<file path="config.mk">
export PLATFORM = sky130hd
export DESIGN_NAME = asymmetric_integrator_key_debounce_top_flat
export DESIGN_NICKNAME = d
export VERILOG_FILES = /design/src/hw/rtl/aikd_pkg.sv /design/src/hw/rtl/aikd_if.sv /design/src/hw/rtl/aikd_lane.sv /design/src/hw/rtl/aikd_merge.sv /design/src/hw/rtl/asymmetric_integrator_key_debounce_top.sv /design/src/flat_wrapper.sv
export SDC_FILE = /design/constraint.sdc
export NUM_CORES = 1
export LEC_CHECK = 0
export BUFFER_PORTS_ARGS = -buffer_cell sky130_fd_sc_hd__buf_2
export CELL_PAD_IN_SITES_DETAIL_PLACEMENT = 0
export CELL_PAD_IN_SITES_GLOBAL_PLACEMENT = 2
export CORE_ASPECT_RATIO = 2
export CORE_MARGIN = 1
export CORE_UTILIZATION = 42
export CTS_CLUSTER_SIZE = 10
export DETAILED_ROUTE_END_ITERATION = 12
export PLACE_DENSITY = 0.92
export REMOVE_ABC_BUFFERS = 1
export SYNTH_ARGS = -nofsm -noshare
export SYNTH_HDL_FRONTEND = slang
export SYNTH_SLANG_ARGS = --single-unit
</file>
<file path="constraint.sdc">
create_clock -name clk -period 4.75 [get_ports clk]
set_clock_uncertainty 0.1 [all_clocks]
set_input_delay 0.475 -clock clk [delete_from_list [all_inputs] [get_ports clk]]
set_output_delay 0.475 -clock clk [all_outputs]
set_load 0.02 [all_outputs]
</file>
<file path="src/hw/rtl/aikd_pkg.sv">
// Shared constants and types for the per-key asymmetric integrator debounce block.
// Depends on nothing; every other file of the block imports it.
package aikd_pkg;

  localparam int NUM_KEYS   = 10;
  localparam int FIELD_BITS = 10;
  localparam int THR_W      = 8;
  localparam int CFG_IDX_W  = 2;
  localparam int CFG_DATA_W = 10;

  // Only keys that have a bit in the sample word get an integrator.
  localparam int LANES = (NUM_KEYS < FIELD_BITS) ? NUM_KEYS : FIELD_BITS;

  localparam logic [THR_W-1:0]      PRESS_THR_RST   = THR_W'(1);
  localparam logic [THR_W-1:0]      RELEASE_THR_RST = THR_W'(5);
  localparam logic [FIELD_BITS-1:0] KEY_MASK_RST    = FIELD_BITS'(10'h3FF);

  typedef enum logic [CFG_IDX_W-1:0] {
    CFG_PRESS_THR   = 2'd0,
    CFG_RELEASE_THR = 2'd1,
    CFG_KEY_PRESENT = 2'd2
  } cfg_idx_t;

  typedef struct packed {
    logic [THR_W-1:0] press_thr;
    logic [THR_W-1:0] release_thr;
  } thr_cfg_t;

endpackage

</file>
<file path="src/hw/rtl/aikd_if.sv">
// Handshake interfaces for the debounce block: raw sample, debounced result and config write.
// Depends on aikd_pkg.
interface aikd_raw_if import aikd_pkg::*; ();
  logic                  valid;
  logic                  ready;
  logic [FIELD_BITS-1:0] raw_keys;

  modport source (output valid, output raw_keys, input ready);
  modport sink   (input valid, input raw_keys, output ready);
endinterface

interface aikd_deb_if import aikd_pkg::*; ();
  logic                  valid;
  logic                  ready;
  logic [FIELD_BITS-1:0] debounced_keys;

  modport source (output valid, output debounced_keys, input ready);
  modport sink   (input valid, input debounced_keys, output ready);
endinterface

interface aikd_cfg_if import aikd_pkg::*; ();
  logic                  valid;
  logic                  ready;
  logic [CFG_IDX_W-1:0]  index;
  logic [CFG_DATA_W-1:0] data;

  modport source (output valid, output index, output data, input ready);
  modport sink   (input valid, input index, input data, output ready);
endinterface

</file>
<file path="src/hw/rtl/aikd_lane.sv">
// One key integrator: debounced state and saturating mismatch counter.
// Depends on aikd_pkg.
module aikd_lane import aikd_pkg::*; (
  input  logic     clk,
  input  logic     rst_n,
  input  logic     advance,
  input  logic     present,
  input  logic     raw_bit,
  input  thr_cfg_t thr_cfg,
  output logic     pressed_nxt
);

  logic             pressed_r;
  logic [THR_W-1:0] cnt_r;
  logic [THR_W-1:0] cnt_nxt;
  logic             sample_down;
  logic [THR_W-1:0] thr;
  logic [THR_W:0]   cnt_inc;

  assign sample_down = ~raw_bit;
  assign thr         = pressed_r ? thr_cfg.release_thr : thr_cfg.press_thr;
  assign cnt_inc     = {1'b0, cnt_r} + (THR_W+1)'(1);

  always_comb begin
    pressed_nxt = pressed_r;
    cnt_nxt     = cnt_r;
    if (advance && present) begin
      if (sample_down == pressed_r) begin
        cnt_nxt = (cnt_r > THR_W'(1)) ? cnt_r - THR_W'(1) : '0;
      end else if (cnt_inc >= {1'b0, thr}) begin
        // Covers a zero threshold and a counter left above a lowered threshold.
        pressed_nxt = sample_down;
        cnt_nxt     = '0;
      end else begin
        cnt_nxt = cnt_inc[THR_W-1:0];
      end
    end
  end

  always_ff @(posedge clk) begin
    if (!rst_n) begin
      pressed_r <= 1'b0;
      cnt_r     <= '0;
    end else begin
      pressed_r <= pressed_nxt;
      cnt_r     <= cnt_nxt;
    end
  end

endmodule

</file>
<file path="src/hw/rtl/aikd_merge.sv">
// Packs the lane states into the active-low mask and holds it in an output register
// backed by a skid register. Depends on aikd_pkg.
module aikd_merge import aikd_pkg::*; (
  input  logic                  clk,
  input  logic                  rst_n,
  input  logic                  push,
  input  logic [LANES-1:0]      lane_pressed,
  input  logic [FIELD_BITS-1:0] present_mask,
  output logic                  in_ready,
  output logic                  out_valid,
  input  logic                  out_ready,
  output logic [FIELD_BITS-1:0] out_keys
);

  logic [FIELD_BITS-1:0] word;
  logic                  out_valid_r;
  logic                  skid_valid_r;
  logic [FIELD_BITS-1:0] out_data_r;
  logic [FIELD_BITS-1:0] skid_data_r;
  logic                  out_free;

  for (genvar i = 0; i < FIELD_BITS; i++) begin : g_bit
    if (i < LANES) begin : g_key
      assign word[i] = present_mask[i] ? ~lane_pressed[i] : 1'b1;
    end else begin : g_none
      assign word[i] = 1'b1;
    end
  end

  assign out_free  = ~out_valid_r | out_ready;
  assign in_ready  = ~skid_valid_r;
  assign out_valid = out_valid_r;
  assign out_keys  = out_data_r;

  always_ff @(posedge clk) begin
    if (!rst_n) begin
      out_valid_r  <= 1'b0;
      skid_valid_r <= 1'b0;
    end else if (push) begin
      // The skid register is empty whenever a word is pushed.
      if (out_free) begin
        out_valid_r <= 1'b1;
        out_data_r  <= word;
      end else begin
        skid_valid_r <= 1'b1;
        skid_data_r  <= word;
      end
    end else if (out_valid_r && out_ready) begin
      if (skid_valid_r) begin
        out_data_r   <= skid_data_r;
        skid_valid_r <= 1'b0;
      end else begin
        out_valid_r <= 1'b0;
      end
    end
  end

endmodule

</file>
<file path="src/hw/rtl/asymmetric_integrator_key_debounce_top.sv">
// A result word is registered into the output register when its sample word is accepted and
// the output register is free; a result held back by the sink waits in the skid register.
// Throughput: one sample word per cycle while the skid register is empty; every key has its own integrator lane.
// A two-entry output stage (register plus skid) keeps input ready while one word waits.
// Reset: press threshold 1, release threshold 5, all keys present, released, counters zero.
// Top level of the per-key debounce block. Depends on aikd_pkg, aikd_if, aikd_lane, aikd_merge.
module asymmetric_integrator_key_debounce_top import aikd_pkg::*; (
  input  logic       clk,
  input  logic       rst_n,
  aikd_raw_if.sink   in_if,
  aikd_deb_if.source out_if,
  aikd_cfg_if.sink   cfg_if
);

  thr_cfg_t              thr_cfg_r;
  logic [FIELD_BITS-1:0] key_mask_r;
  logic                  push;
  logic                  in_ready;
  logic [LANES-1:0]      lane_pressed;

  assign cfg_if.ready = 1'b1;

  always_ff @(posedge clk) begin
    if (!rst_n) begin
      thr_cfg_r.press_thr   <= PRESS_THR_RST;
      thr_cfg_r.release_thr <= RELEASE_THR_RST;
      key_mask_r            <= KEY_MASK_RST;
    end else if (cfg_if.valid) begin
      unique case (cfg_if.index)
        CFG_PRESS_THR:   thr_cfg_r.press_thr   <= cfg_if.data[THR_W-1:0];
        CFG_RELEASE_THR: thr_cfg_r.release_thr <= cfg_if.data[THR_W-1:0];
        CFG_KEY_PRESENT: key_mask_r            <= cfg_if.data[FIELD_BITS-1:0];
        default: ;
      endcase
    end
  end

  assign in_if.ready = in_ready;
  assign push        = in_if.valid & in_ready;

  for (genvar i = 0; i < LANES; i++) begin : g_lane
    aikd_lane u_lane (
      .clk         (clk),
      .rst_n       (rst_n),
      .advance     (push),
      .present     (key_mask_r[i]),
      .raw_bit     (in_if.raw_keys[i]),
      .thr_cfg     (thr_cfg_r),
      .pressed_nxt (lane_pressed[i])
    );
  end

  aikd_merge u_merge (
    .clk          (clk),
    .rst_n        (rst_n),
    .push         (push),
    .lane_pressed (lane_pressed),
    .present_mask (key_mask_r),
    .in_ready     (in_ready),
    .out_valid    (out_if.valid),
    .out_ready    (out_if.ready),
    .out_keys     (out_if.debounced_keys)
  );

endmodule

</file>
<file path="src/flat_wrapper.sv">
// flat-port wrapper written by rule: the top's interface ports become plain ports
module asymmetric_integrator_key_debounce_top_flat import aikd_pkg::*;
  (clk, rst_n, in_if_valid, in_if_raw_keys, in_if_ready, out_if_valid, out_if_debounced_keys, out_if_ready, cfg_if_valid, cfg_if_index, cfg_if_data, cfg_if_ready);
  aikd_raw_if in_if_i ();
  aikd_deb_if out_if_i ();
  aikd_cfg_if cfg_if_i ();
  input  logic clk;
  input  logic rst_n;
  input wire logic [$bits(in_if_i.valid)-1:0] in_if_valid;
  input wire logic [$bits(in_if_i.raw_keys)-1:0] in_if_raw_keys;
  output wire logic [$bits(in_if_i.ready)-1:0] in_if_ready;
  output wire logic [$bits(out_if_i.valid)-1:0] out_if_valid;
  output wire logic [$bits(out_if_i.debounced_keys)-1:0] out_if_debounced_keys;
  input wire logic [$bits(out_if_i.ready)-1:0] out_if_ready;
  input wire logic [$bits(cfg_if_i.valid)-1:0] cfg_if_valid;
  input wire logic [$bits(cfg_if_i.index)-1:0] cfg_if_index;
  input wire logic [$bits(cfg_if_i.data)-1:0] cfg_if_data;
  output wire logic [$bits(cfg_if_i.ready)-1:0] cfg_if_ready;
  assign in_if_i.valid = in_if_valid;
  assign in_if_i.raw_keys = in_if_raw_keys;
  assign in_if_ready = in_if_i.ready;
  assign out_if_valid = out_if_i.valid;
  assign out_if_debounced_keys = out_if_i.debounced_keys;
  assign out_if_i.ready = out_if_ready;
  assign cfg_if_i.valid = cfg_if_valid;
  assign cfg_if_i.index = cfg_if_index;
  assign cfg_if_i.data = cfg_if_data;
  assign cfg_if_ready = cfg_if_i.ready;
  asymmetric_integrator_key_debounce_top u_core (.clk(clk), .rst_n(rst_n), .in_if(in_if_i), .out_if(out_if_i), .cfg_if(cfg_if_i));
endmodule
</file>
==> impl_metrics.xml, run 1 <==
<?xml version="1.0" encoding="UTF-8"?>
<metrics>
  <group name="run_status">
    <metric name="outcome" unit="">finished clean</metric>
  </group>
  <group name="floorplan">
    <metric name="initial_utilization" unit="">0.428</metric>
    <metric name="die_area" unit="um2">28300</metric>
    <metric name="ioPinCount" unit="">40</metric>
    <metric name="row_count" unit="">85</metric>
    <metric name="coreArea" unit="um2">27000</metric>
    <metric name="fp.dieH" unit="um">237</metric>
    <metric name="chipWidth" unit="um">119</metric>
  </group>
  <group name="cts">
    <metric name="clock_insertion_delay_worst_skew" unit="ns">0.45</metric>
    <metric name="largest_buffer_count_on_any_clock_path" unit="">2</metric>
    <metric name="cts_resized" unit="">0</metric>
    <metric name="postCtsSetupBuffers" unit="">0</metric>
    <metric name="cts_tree" unit="">built</metric>
    <metric name="cts_root_buffer" unit="">clkbuf_16</metric>
    <metric name="cts_inserted_buffers" unit="">17</metric>
    <metric name="ctsHtreeMaxLevel" unit="">4</metric>
    <metric name="cts_sinks" unit="">138</metric>
    <metric name="ctsHoldBuffers" unit="">0</metric>
    <metric name="worst_setup_hold_path_clk_slew" unit="ns">0.07</metric>
  </group>
  <group name="timing">
    <metric name="final_period_minus_worst_setup_slack" unit="ns">3.59</metric>
    <metric name="slew_headroom" unit="">0.341</metric>
    <metric name="drv_slew" unit="">0</metric>
    <metric name="layout_worst_path_cycle_share" unit="">0.756</metric>
    <metric name="finalSetupViolations" unit="">0</metric>
    <metric name="transition_time_of_the_tightest_slew_check_pin" unit="ns">0.981</metric>
    <metric name="final_hold_violations" unit="">0</metric>
    <metric name="clock.fmax" unit="GHz">0.279</metric>
    <metric name="rsz0062_at_grt" unit="">false</metric>
    <metric name="fin_tns_setup" unit="ns">0</metric>
  </group>
  <group name="setup_path">
    <metric name="worst_setup_path_end_kind" unit="">register</metric>
    <metric name="worstPathCellList" unit="">ha_1 -&gt; nand3_1 -&gt; xnor2_1 -&gt; ha_1 -&gt; a21o_1 -&gt; a221oi_1 -&gt; o21a_1 -&gt; and2_1 -&gt; nand2b_1 -&gt; mux2_2</metric>
    <metric name="cp.required" unit="ns">4.85</metric>
    <metric name="critPathArrivalTime" unit="ns">3.69</metric>
    <metric name="timing.critical_path.fanout_max" unit="">11</metric>
    <metric name="start_kind" unit="">register</metric>
    <metric name="critical_path_class" unit="">register to register</metric>
    <metric name="delay_contributed_by_the_slowest_stage_of_the_critical_path" unit="ns">0.54</metric>
    <metric name="timing.reg2reg.worst_path_depth" unit="">10</metric>
    <metric name="cpMaxStageDelayCell" unit="">dfxtp_1</metric>
    <metric name="path_common_cell" unit="">ha_1</metric>
  </group>
  <group name="logic_synthesis">
    <metric name="synth_simple_gate_area_share" unit="">0.196</metric>
    <metric name="synth_top_cells_by_area" unit="">dfxtp_1, ha_1, mux2i_1</metric>
    <metric name="adder_cell_fraction_of_synth_area" unit="">0.119</metric>
    <metric name="synth_top_flop_cell" unit="">dfxtp_1</metric>
    <metric name="synthesis.area_per_instance" unit="um2">8.20</metric>
    <metric name="yosysTopAreaCellShare" unit="">0.204</metric>
    <metric name="proportion_of_synthesized_chip_area_in_sequential_cells" unit="">0.256</metric>
    <metric name="ys_ff_latch" unit="">138</metric>
    <metric name="number_of_different_library_cells_in_the_post_synthesis_netlist" unit="">72</metric>
    <metric name="postSynth.asyncResetShare" unit="">0</metric>
    <metric name="synthesized_area_fraction_occupied_by_ao_oa_aoi_and_oai_cells" unit="">0.185</metric>
    <metric name="synth_enable_flop_cells" unit="">20</metric>
    <metric name="synth_mux_area_frac" unit="">0.0999</metric>
    <metric name="synth-xor-area-share" unit="">0.0871</metric>
    <metric name="yosys_synthesis_warning_count" unit="">0</metric>
    <metric name="synthCells" unit="">1411</metric>
    <metric name="synth_area_leader_cell" unit="">dfxtp_1</metric>
    <metric name="netlist_area" unit="um2">11600</metric>
    <metric name="synth_top_family_by_area" unit="">simple AND/OR/NAND/NOR gates</metric>
  </group>
  <group name="power_and_ir_drop">
    <metric name="cellLeakagePower" unit="nW">4.92</metric>
    <metric name="peakVddDrop" unit="mV">0.265</metric>
    <metric name="pwr_density_cell" unit="nW/um2">411</metric>
  </group>
  <group name="placement">
    <metric name="io_buffer_count" unit="">38</metric>
    <metric name="gp_congestion" unit="">0.926</metric>
    <metric name="hpwlAfterDp" unit="um">24400</metric>
    <metric name="place_inst" unit="">1701</metric>
  </group>
  <group name="cells_and_area">
    <metric name="number_of_antenna_repair_diodes" unit="">0</metric>
    <metric name="syn_to_final_growth" unit="%">6.96</metric>
    <metric name="post_route_cells_drive_above_1_share" unit="">0.0830</metric>
    <metric name="mostFrequentLayoutCell" unit="">dfxtp_1</metric>
    <metric name="layout_common_cells" unit="">dfxtp_1, nand2_1, ha_1, nor2_1, mux2i_1</metric>
    <metric name="fin_nets" unit="">1509</metric>
    <metric name="layoutNonFillerInstCount" unit="">1733</metric>
  </group>
  <group name="route">
    <metric name="residual_drc" unit="">0</metric>
    <metric name="totalWireLength" unit="um">33600</metric>
    <metric name="wl_per_cell" unit="um">19.4</metric>
    <metric name="num_vias" unit="">10200</metric>
    <metric name="antenna_left" unit="">0</metric>
    <metric name="drt-vias-per-instance" unit="">5.90</metric>
    <metric name="drt_first_pass_iters" unit="">5</metric>
    <metric name="first_iter_violations" unit="">712</metric>
  </group>
  <group name="min_path">
    <metric name="worstHoldPathCells" unit="">3</metric>
    <metric name="min_path_type" unit="">input pin to register</metric>
  </group>
  <group name="grt">
    <metric name="via_count_of_the_first_global_routing_pass" unit="">10300</metric>
    <metric name="largest_net_degree_at_the_start_of_global_routing" unit="">46</metric>
    <metric name="grt_usage" unit="">0.247</metric>
    <metric name="gr-total-overflow" unit="">0</metric>
    <metric name="grt_first_pass_wirelength" unit="um">54300</metric>
    <metric name="antenna_found_initial" unit="">1</metric>
  </group>
  <group name="run">
    <metric name="maxCapViolations" unit="">0</metric>
  </group>
</metrics>
worst paths after layout:
check,start,to,slack [ns]
max,u_core.g_lane[4].u_lane.cnt_r[0],u_core.u_merge.skid_data_r[4],1.16
min,cfg_if_data[9],u_core.key_mask_r[9],0.14
max reg2reg,u_core.g_lane[4].u_lane.cnt_r[0],u_core.u_merge.skid_data_r[4],1.16
min reg2reg,u_core.key_mask_r[1],u_core.u_merge.skid_data_r[1],0.38
worst max-delay path, delay by kind of cell (launching register included):
kind,cells,cell delay [ns]
XOR/XNOR,1,0.36
adder cells (fa/ha/maj),2,0.63
AO/OA/AOI/OAI,3,0.63
multiplexers,1,0.35
AND/OR/NAND/NOR,3,0.74
flip-flops,1,0.54
stage by stage:
step	cell area, um2	util	setup WS, ns	power (W)	hold WS, ns
detailed placement	11800	0.437	1.19	0.00378	0.372
global route	12400	0.458	0.836	0.00544	0.151
CTS	12400	0.458	1.15	0.00511	0.123
global placement	11800	0.437	1.24	0.00375	0.367
finish	12400	0.458	1.16	0.00508	0.139
floorplan	11100	-	1.58	0.00321	0.353
cell usage after synthesis (all sizes together) (6+ instances only):
master / number
mux2i: 102
o41ai: 7
o32a: 6
nand4: 13
o221ai: 8
nor2b: 14
xor2: 41
dfxtp: 118
nand2: 113
nor3: 24
a32oi: 6
or3: 8
clkbuf: 77
a221oi: 14
mux2: 12
a21o: 27
o31ai: 9
o21ai: 89
xnor2: 74
nand2b: 12
ha: 110
buf: 26
a211oi: 6
nand3: 70
and3: 33
a21oi: 70
or4: 12
edfxtp: 20
a31oi: 23
nor2: 103
nor4: 12
a22oi: 9
and2: 23
inv: 57
area by class of cell:
| cell class | instances | area [um2] |
|---|---|---|
| Clock buffer | 18 | 439 |
| Timing Repair Buffer | 45 | 245 |
| Tap cell | 348 | 435 |
| Clock inverter | 14 | 124 |
| Multi-Input combinational cell | 1113 | 7960 |
| Sequential cell | 138 | 2960 |
| Inverter | 57 | 214 |
| Fill cell | 2731 | 14600 |
state kept, by name (all words and copies together) (netlist names):
signal,flops
u_core.u_merge.skid_data_r,10
u_core.thr_cfg_r,16
u_core.u_merge.out_keys,10
u_core.u_merge.skid_valid_r,1
u_core.u_merge.out_valid,1
u_core.g_lane.u_lane.cnt_r,80
u_core.g_lane.u_lane.pressed_r,10
u_core.key_mask_r,10
report_power, final:
group / total, W / switching (W) / internal [W]
Clock: 0.00132 / 0.000589 / 0.000734
Combinational: 0.00211 / 0.00118 / 0.000928
Sequential: 0.00165 / 0.000320 / 0.00133
Total: 0.00508 / 0.00209 / 0.00299
logic make-up after synthesis:
logic type	count (synthesis)
muxes	114
adders and majority gates	110
and+or+nand+nor	455
xor gates and xnor gates	115
other	1
DFF	138
AOI/OAI and AO/OA	318
buffers and inverters	160
metal layers:
| layer | global-route usage | routed length (um) |
|---|---|---|
| met1 | 0.258 | 13000 |
| met2 | 0.475 | 18300 |
| met3 | 0.0303 | 1050 |
| met4 | 0.119 | 1260 |
| met5 | 0 | 15 |
(Power assumes the default switching activity.)
==> run 2: changes to the inputs <==
ABC_AREA = 1   (was unset)
CORE_UTILIZATION = 36   (was 42)
PLACE_DENSITY = 0.86   (was 0.92)
clock period = 3.5 ns   (was 4.75 ns; I/O delays follow)
==> run 2 against run 1 <==
Against the previous run: register-to-register slack got worse by 0.57 ns; worst setup slack got worse by 0.57 ns; sequential share of layout area fell by 1.6 points; critical endpoint is now u_core.u_merge.skid_data_r[6]; highest routed layer unchanged.
==> impl_metrics.xml, run 2 <==
<?xml version="1.0" encoding="UTF-8"?>
<metrics>
  <group name="route">
    <metric name="drt-vias-per-instance" unit="">5.17</metric>
    <metric name="antenna_left" unit="">0</metric>
    <metric name="num_vias" unit="">11700</metric>
    <metric name="drt_first_pass_iters" unit="">5</metric>
    <metric name="totalWireLength" unit="um">37900</metric>
    <metric name="wl_per_cell" unit="um">16.8</metric>
    <metric name="residual_drc" unit="">0</metric>
    <metric name="first_iter_violations" unit="">561</metric>
  </group>
  <group name="cts">
    <metric name="cts_root_buffer" unit="">clkbuf_16</metric>
    <metric name="worst_setup_hold_path_clk_slew" unit="ns">0.07</metric>
    <metric name="ctsHtreeMaxLevel" unit="">4</metric>
    <metric name="cts_inserted_buffers" unit="">17</metric>
    <metric name="cts_resized" unit="">0</metric>
    <metric name="largest_buffer_count_on_any_clock_path" unit="">2</metric>
    <metric name="cts_tree" unit="">built</metric>
    <metric name="cts_sinks" unit="">138</metric>
    <metric name="clock_insertion_delay_worst_skew" unit="ns">0.45</metric>
  </group>
  <group name="setup_path">
    <metric name="cp.required" unit="ns">3.59</metric>
    <metric name="cp.depth" unit="">12</metric>
    <metric name="critical_path.n_buffers_inverters" unit="">1</metric>
    <metric name="cpMaxStageDelayCell" unit="">dfxtp_1</metric>
    <metric name="worst_setup_path_end_kind" unit="">register</metric>
    <metric name="reg2reg_slack" unit="ns">0.59</metric>
    <metric name="critical_path_class" unit="">register to register</metric>
    <metric name="worstPathCellList" unit="">ha_1 -&gt; nand3_1 -&gt; nor2_2 -&gt; xor2_1 -&gt; inv_1 -&gt; ha_1 -&gt; a21oi_1 -&gt; nand2_1 -&gt; nand2_1 -&gt; nand2_1 -&gt; nand3_1 -&gt; nand3_1</metric>
    <metric name="cpLargestDelayFamily" unit="">simple AND/OR/NAND/NOR gates</metric>
    <metric name="timing.reg2reg.worst_path_depth" unit="">12</metric>
    <metric name="critPathArrivalTime" unit="ns">3.00</metric>
    <metric name="start_kind" unit="">register</metric>
    <metric name="delay_contributed_by_the_slowest_stage_of_the_critical_path" unit="ns">0.52</metric>
    <metric name="timing.critical_path.fanout_max" unit="">9</metric>
  </group>
  <group name="grt">
    <metric name="grt_first_pass_wirelength" unit="um">60900</metric>
    <metric name="via_count_of_the_first_global_routing_pass" unit="">11700</metric>
    <metric name="grt_usage" unit="">0.224</metric>
    <metric name="gr-total-overflow" unit="">0</metric>
    <metric name="largest_net_degree_at_the_start_of_global_routing" unit="">97</metric>
    <metric name="antenna_found_initial" unit="">2</metric>
  </group>
  <group name="cells_and_area">
    <metric name="syn_to_final_growth" unit="%">8.08</metric>
    <metric name="mostFrequentLayoutCell" unit="">nand2_1</metric>
    <metric name="fin_nets" unit="">1953</metric>
    <metric name="post_route_cells_drive_above_1_share" unit="">0.0979</metric>
    <metric name="layout_common_cells" unit="">nand2_1, inv_1, o21ai_0, a21oi_1, dfxtp_1</metric>
    <metric name="largest_reg_flops" unit="">80</metric>
    <metric name="reg.largest.list" unit="">u_core.g_lane.u_lane.cnt_r x80, u_core.thr_cfg_r x16</metric>
    <metric name="registers.top_by_ff_count" unit="">u_core.g_lane.u_lane.cnt_r</metric>
    <metric name="number_of_antenna_repair_diodes" unit="">0</metric>
    <metric name="fillers" unit="">3658</metric>
  </group>
  <group name="logic_synthesis">
    <metric name="postSynth.asyncResetShare" unit="">0</metric>
    <metric name="netlist_area" unit="um2">12300</metric>
    <metric name="yosysTopAreaCellShare" unit="">0.192</metric>
    <metric name="synth_simple_gate_area_share" unit="">0.273</metric>
    <metric name="ys_ff_latch" unit="">138</metric>
    <metric name="ys_top_cells_by_count" unit="">nand2_1, inv_1, o21ai_0, a21oi_1, dfxtp_1</metric>
    <metric name="synthesis.area_per_instance" unit="um2">6.71</metric>
    <metric name="synth_top_family_by_area" unit="">simple AND/OR/NAND/NOR gates</metric>
    <metric name="synth_top_flop_cell" unit="">dfxtp_1</metric>
    <metric name="proportion_of_synthesized_chip_area_in_sequential_cells" unit="">0.241</metric>
    <metric name="synthesized_area_fraction_occupied_by_ao_oa_aoi_and_oai_cells" unit="">0.174</metric>
    <metric name="yosys_synthesis_warning_count" unit="">0</metric>
    <metric name="synth_enable_flop_cells" unit="">20</metric>
    <metric name="synth_mux_area_frac" unit="">0</metric>
    <metric name="synth_most_common_cell" unit="">nand2_1</metric>
    <metric name="synth_top_cells_by_area" unit="">dfxtp_1, nand2_1, ha_1</metric>
    <metric name="synthCells" unit="">1833</metric>
    <metric name="synth-xor-area-share" unit="">0.0808</metric>
    <metric name="number_of_different_library_cells_in_the_post_synthesis_netlist" unit="">41</metric>
    <metric name="synth_area_leader_cell" unit="">dfxtp_1</metric>
    <metric name="adder_cell_fraction_of_synth_area" unit="">0.112</metric>
  </group>
  <group name="floorplan">
    <metric name="chipWidth" unit="um">133</metric>
    <metric name="fp.dieH" unit="um">263</metric>
    <metric name="ioPinCount" unit="">40</metric>
    <metric name="die_area" unit="um2">34900</metric>
    <metric name="coreArea" unit="um2">33600</metric>
    <metric name="initial_utilization" unit="">0.365</metric>
    <metric name="row_count" unit="">95</metric>
  </group>
  <group name="placement">
    <metric name="post-place-ws" unit="ns">0.614</metric>
    <metric name="io_buffer_count" unit="">38</metric>
    <metric name="gp_congestion" unit="">0.841</metric>
    <metric name="hpwlAfterDp" unit="um">27900</metric>
  </group>
  <group name="timing">
    <metric name="final_period_minus_worst_setup_slack" unit="ns">2.91</metric>
    <metric name="drv_slew" unit="">0</metric>
    <metric name="transition_time_of_the_tightest_slew_check_pin" unit="ns">0.746</metric>
    <metric name="final_hold_violations" unit="">0</metric>
    <metric name="timing.final.ws_setup" unit="ns">0.593</metric>
    <metric name="fin_tns_setup" unit="ns">0</metric>
    <metric name="slew_headroom" unit="">0.502</metric>
    <metric name="clock.fmax" unit="GHz">0.344</metric>
    <metric name="layout_worst_path_cycle_share" unit="">0.831</metric>
    <metric name="finalSetupViolations" unit="">0</metric>
    <metric name="rsz0062_at_grt" unit="">false</metric>
  </group>
  <group name="power_and_ir_drop">
    <metric name="pwr_density_cell" unit="nW/um2">618</metric>
    <metric name="cellLeakagePower" unit="nW">6.33</metric>
    <metric name="peakVddDrop" unit="mV">0.389</metric>
  </group>
  <group name="run_status">
    <metric name="outcome" unit="">finished clean</metric>
  </group>
  <group name="run">
    <metric name="maxCapViolations" unit="">0</metric>
  </group>
  <group name="min_path">
    <metric name="min_path_type" unit="">input pin to register</metric>
    <metric name="worstHoldPathCells" unit="">3</metric>
  </group>
</metrics>
## run 2: final timing paths
| check | start | to |
|---|---|---|
| max | u_core.g_lane[6].u_lane.cnt_r[0] | u_core.u_merge.skid_data_r[6] |
| max reg2reg | u_core.g_lane[6].u_lane.cnt_r[0] | u_core.u_merge.skid_data_r[6] |
| min reg2reg | u_core.key_mask_r[8] | u_core.key_mask_r[8] |
| min | cfg_if_data[9] | u_core.key_mask_r[9] |
## run 2: power breakdown
| part | internal [W] | leakage (nW) | switching [W] | total [W] |
|---|---|---|---|---|
| clock network | 0.00108 | 0.296 | 0.000821 | 0.00190 |
| registers | 0.00185 | 1.15 | 0.000492 | 0.00234 |
| logic | 0.00142 | 4.89 | 0.00256 | 0.00397 |
## run 2: what timing repair did
action	CTS	global route
endpoints found under the hold margin	1	0
hold buffers	1	0
buffers inserted	0	0
## run 2: per-layer routing
layer	global-route usage	vias to the layer above	part of all wire
met5	0	-	0.00063
met3	0.0366	78	0.031
met2	0.443	222	0.55
met1	0.228	5441	0.39
met4	0.0895	4	0.032
li1	-	5966	-
## run 2: area by class of cell
cell class              instances  area, um2  area share
inverters                     271       1020      0.0766
repair buffers                 46        265      0.0200
flip-flops and latches        138       2960       0.223
clock inverters                11       80.1     0.00603
multi-input cells            1342       7890       0.594
clock buffers                  21        526      0.0395
well taps                     436        546      0.0411
## run 2: worst reg2reg max path, stage by stage (launching register included)
cell and delay [ns]:
dfxtp_1 0.52, ha_1 0.24, nand3_1 0.13, nor2_2 0.21, xor2_1 0.19, inv_1 0.10, ha_1 0.31, a21oi_1 0.14
nand2_1 0.07, nand2_1 0.23, nand2_1 0.17, nand3_1 0.14, nand3_1 0.09
## run 2: through the flow
| step | util | power (W) | instance area (um2) | hold WS (ns) | instances |
|---|---|---|---|---|---|
| 2_1_floorplan | - | 0.00529 | 11900 | 0.334 | 1751 |
| 3_3_place_gp | 0.377 | 0.00630 | 12700 | 0.379 | 2232 |
| 3_5_place_dp | 0.377 | 0.00636 | 12700 | 0.382 | 2232 |
| 4_1_cts | 0.395 | 0.00830 | 13300 | 0.00527 | 2265 |
| 5_1_grt | 0.395 | 0.00899 | 13300 | 0.0442 | 2265 |
| 6_report | 0.395 | 0.00821 | 13300 | 0.0275 | 2265 |
## run 2: cell families (layout without fill, tap and decap cells)
family          Yosys count  after routing
other cells               1              1
flops                   138            138
buf+inv                 353            349
simple gates            744            744
compound gates          383            383
fa+ha+maj               110            110
xor+xnor                104            104
==> run 3: changes to the inputs <==
ABC_AREA = 0   (was 1)
CORE_UTILIZATION = 35   (was 36)
PLACE_DENSITY = 0.82   (was 0.86)
clock period = 2.4 ns   (was 3.5 ns; I/O delays follow)
==> run 3 against run 2 <==
Against the previous run: the run now ends with negative setup slack left; critical endpoint is now u_core.g_lane[0].u_lane.cnt_r[0]; core utilization increased by 15 points; clock-buffer cell count fell by 2; worst hold slack worse by 0.0050 ns; global-route usage up 2.1 points; worst setup slack lost 1.1 ns; largest power group unchanged.
==> impl_metrics.xml, run 3 (same netlist as run 1, synthesis figures left out) <==
<?xml version="1.0" encoding="UTF-8"?>
<metrics>
  <group name="cts">
    <metric name="clock_insertion_delay_worst_skew" unit="ns">0.46</metric>
    <metric name="worst_setup_hold_path_clk_slew" unit="ns">0.06</metric>
    <metric name="largest_buffer_count_on_any_clock_path" unit="">2</metric>
    <metric name="cts_sinks" unit="">138</metric>
    <metric name="cts_root_buffer" unit="">clkbuf_16</metric>
    <metric name="cts_inserted_buffers" unit="">17</metric>
    <metric name="cts_tree" unit="">built</metric>
    <metric name="ctsHtreeMaxLevel" unit="">4</metric>
  </group>
  <group name="route">
    <metric name="drt-vias-per-instance" unit="">5.46</metric>
    <metric name="drt_first_pass_iters" unit="">5</metric>
    <metric name="num_vias" unit="">12000</metric>
    <metric name="totalWireLength" unit="um">40800</metric>
    <metric name="residual_drc" unit="">0</metric>
    <metric name="wl_per_cell" unit="um">18.6</metric>
    <metric name="first_iter_violations" unit="">513</metric>
    <metric name="antenna_left" unit="">0</metric>
  </group>
  <group name="floorplan">
    <metric name="coreArea" unit="um2">32300</metric>
    <metric name="fp.dieH" unit="um">259</metric>
    <metric name="row_count" unit="">93</metric>
    <metric name="die_area" unit="um2">33800</metric>
    <metric name="chipWidth" unit="um">131</metric>
    <metric name="initial_utilization" unit="">0.358</metric>
    <metric name="ioPinCount" unit="">40</metric>
  </group>
  <group name="timing">
    <metric name="finalSetupViolations" unit="">110</metric>
    <metric name="clock.fmax" unit="GHz">0.347</metric>
    <metric name="rsz0062_at_grt" unit="">true</metric>
    <metric name="timing.final.ws_setup" unit="ns">-0.484</metric>
    <metric name="final_hold_violations" unit="">0</metric>
    <metric name="transition_time_of_the_tightest_slew_check_pin" unit="ns">0.604</metric>
    <metric name="final_period_minus_worst_setup_slack" unit="ns">2.88</metric>
    <metric name="slew_headroom" unit="">0.596</metric>
    <metric name="layout_worst_path_cycle_share" unit="">1.20</metric>
    <metric name="drv_slew" unit="">0</metric>
  </group>
  <group name="grt">
    <metric name="via_count_of_the_first_global_routing_pass" unit="">12200</metric>
    <metric name="largest_net_degree_at_the_start_of_global_routing" unit="">33</metric>
    <metric name="gr-total-overflow" unit="">0</metric>
    <metric name="grt_usage" unit="">0.245</metric>
    <metric name="grt_first_pass_wirelength" unit="um">63600</metric>
    <metric name="antenna_found_initial" unit="">0</metric>
  </group>
  <group name="run">
    <metric name="maxCapViolations" unit="">0</metric>
  </group>
  <group name="setup_path">
    <metric name="cpMaxStageDelayCell" unit="">dfxtp_2</metric>
    <metric name="delay_contributed_by_the_slowest_stage_of_the_critical_path" unit="ns">0.35</metric>
    <metric name="cp.depth" unit="">12</metric>
    <metric name="timing.critical_path.fanout_max" unit="">4</metric>
    <metric name="cp.required" unit="ns">2.68</metric>
    <metric name="worstPathCellList" unit="">nand2_2 -&gt; nor3_4 -&gt; nand4_1 -&gt; xnor2_2 -&gt; ha_1 -&gt; and3_4 -&gt; a221oi_2 -&gt; o31a_1 -&gt; nand3_2 -&gt; buf_6 -&gt; a211o_1 -&gt; a21oi_2</metric>
    <metric name="start_kind" unit="">register</metric>
    <metric name="cpLargestDelayFamily" unit="">compound AO/OA/AOI/OAI gates</metric>
    <metric name="worst_setup_path_end_kind" unit="">register</metric>
    <metric name="critPathArrivalTime" unit="ns">3.17</metric>
    <metric name="critical_path.n_buffers_inverters" unit="">1</metric>
    <metric name="timing.reg2reg.worst_path_depth" unit="">12</metric>
    <metric name="critical_path_class" unit="">register to register</metric>
  </group>
  <group name="cells_and_area">
    <metric name="mostFrequentLayoutCell" unit="">buf_4</metric>
    <metric name="layoutNonFillerInstCount" unit="">2197</metric>
    <metric name="layout_common_cells" unit="">buf_4, mux2i_1, nand2_1, nor2_1, ha_1</metric>
    <metric name="reg.largest.list" unit="">u_core.g_lane.u_lane.cnt_r x80, u_core.thr_cfg_r x16</metric>
    <metric name="registers.top_by_ff_count" unit="">u_core.g_lane.u_lane.cnt_r</metric>
    <metric name="number_of_antenna_repair_diodes" unit="">0</metric>
    <metric name="largest_reg_flops" unit="">80</metric>
    <metric name="post_route_cells_drive_above_1_share" unit="">0.443</metric>
    <metric name="fin_nets" unit="">1894</metric>
    <metric name="syn_to_final_growth" unit="%">52.4</metric>
  </group>
  <group name="placement">
    <metric name="gp_congestion" unit="">0.922</metric>
    <metric name="io_buffer_count" unit="">38</metric>
    <metric name="place_inst" unit="">2086</metric>
    <metric name="post-place-ws" unit="ns">-0.745</metric>
    <metric name="hpwlAfterDp" unit="um">28800</metric>
  </group>
  <group name="power_and_ir_drop">
    <metric name="pwr_density_cell" unit="nW/um2">780</metric>
    <metric name="peakVddDrop" unit="mV">0.560</metric>
    <metric name="cellLeakagePower" unit="nW">7.48</metric>
    <metric name="power" unit="W">0.0138</metric>
  </group>
  <group name="min_path">
    <metric name="min_path_type" unit="">input pin to register</metric>
    <metric name="worstHoldPathCells" unit="">3</metric>
  </group>
  <group name="run_status">
    <metric name="outcome" unit="">finished, violations left</metric>
    <metric name="failed_checks" unit="">negative setup slack</metric>
  </group>
</metrics>
-- run 3: changes by cell type in the layout (fill, tap and decap cells not counted), sizes merged, moves of 33 or more --
cell / previous run / this run
nand2: 392 / 113
buf: 45 / 419
and3: 0 / 33
xor2: 92 / 41
nand3: 113 / 70
nor2: 143 / 103
mux2i: 0 / 102
nand4: 78 / 13
xnor2: 12 / 74
inv: 271 / 57
a21oi: 139 / 70
o21ai: 209 / 89
-- run 3: final cells by class --
type | count | area [um2]
Clock buffer | 19 | 443
Clock inverter | 13 | 175
Fill cell | 2981 | 14700
Inverter | 57 | 226
Multi-Input combinational cell | 1113 | 9730
Sequential cell | 138 | 3050
Tap cell | 427 | 534
Timing Repair Buffer | 430 | 3470
-- run 3: worst min-delay path, delay by kind of cell --
family	cells	cell delay (ns)
AOI/OAI and AO/OA	2	0.21
buffers and inverters	1	0.08
-- run 3: power breakdown --
| part | total [W] | switching, W | internal (W) |
|---|---|---|---|
| logic | 0.00789 | 0.00393 | 0.00396 |
| registers | 0.00297 | 0.000304 | 0.00267 |
| clock network | 0.00289 | 0.00114 | 0.00175 |
| total | 0.0138 | 0.00538 | 0.00838 |
-- run 3: final timing paths --
kind / from / to / slack [ns]
hold reg to reg: u_core.key_mask_r[9] / u_core.u_merge.skid_data_r[9] / 0.38
hold / removal: in_if_valid / u_core.u_merge.skid_valid_r / 0.02
setup reg to reg: u_core.g_lane[0].u_lane.cnt_r[3] / u_core.g_lane[0].u_lane.cnt_r[0] / -0.48
setup / recovery: u_core.g_lane[0].u_lane.cnt_r[3] / u_core.g_lane[0].u_lane.cnt_r[0] / -0.48
-- run 3: timing repair --
action | CTS | global route
pin swaps | 201 | 121
hold buffers | 11 | 0
setup endpoints to repair | 110 | 110
endpoints found under the hold margin | 26 | 0
setup buffers | 42 | 31
gates resized for setup | 317 | 136
gates cloned | 4 | 0
-- run 3: stage by stage --
| step | hold WS (ns) | cell area, um2 | setup TNS [ns] | utilization |
|---|---|---|---|---|
| final | 0.0225 | 17600 | -29.90 | 0.545 |
| after floorplan | 0.202 | 11100 | -45.39 | - |
| after detailed placement | 0.356 | 14300 | -53.05 | 0.443 |
| after CTS | 0.00763 | 16700 | -29.99 | 0.516 |
| after global routing | 0.0541 | 17600 | -42.04 | 0.545 |
| after global placement | 0.356 | 14300 | -49.91 | 0.443 |
-- run 3: routing by layer --
layer / part of all wire / global-route usage
met1: 0.38 / 0.255
met3: 0.020 / 0.0280
met2: 0.56 / 0.473
met5: 0 / 0
met4: 0.041 / 0.114
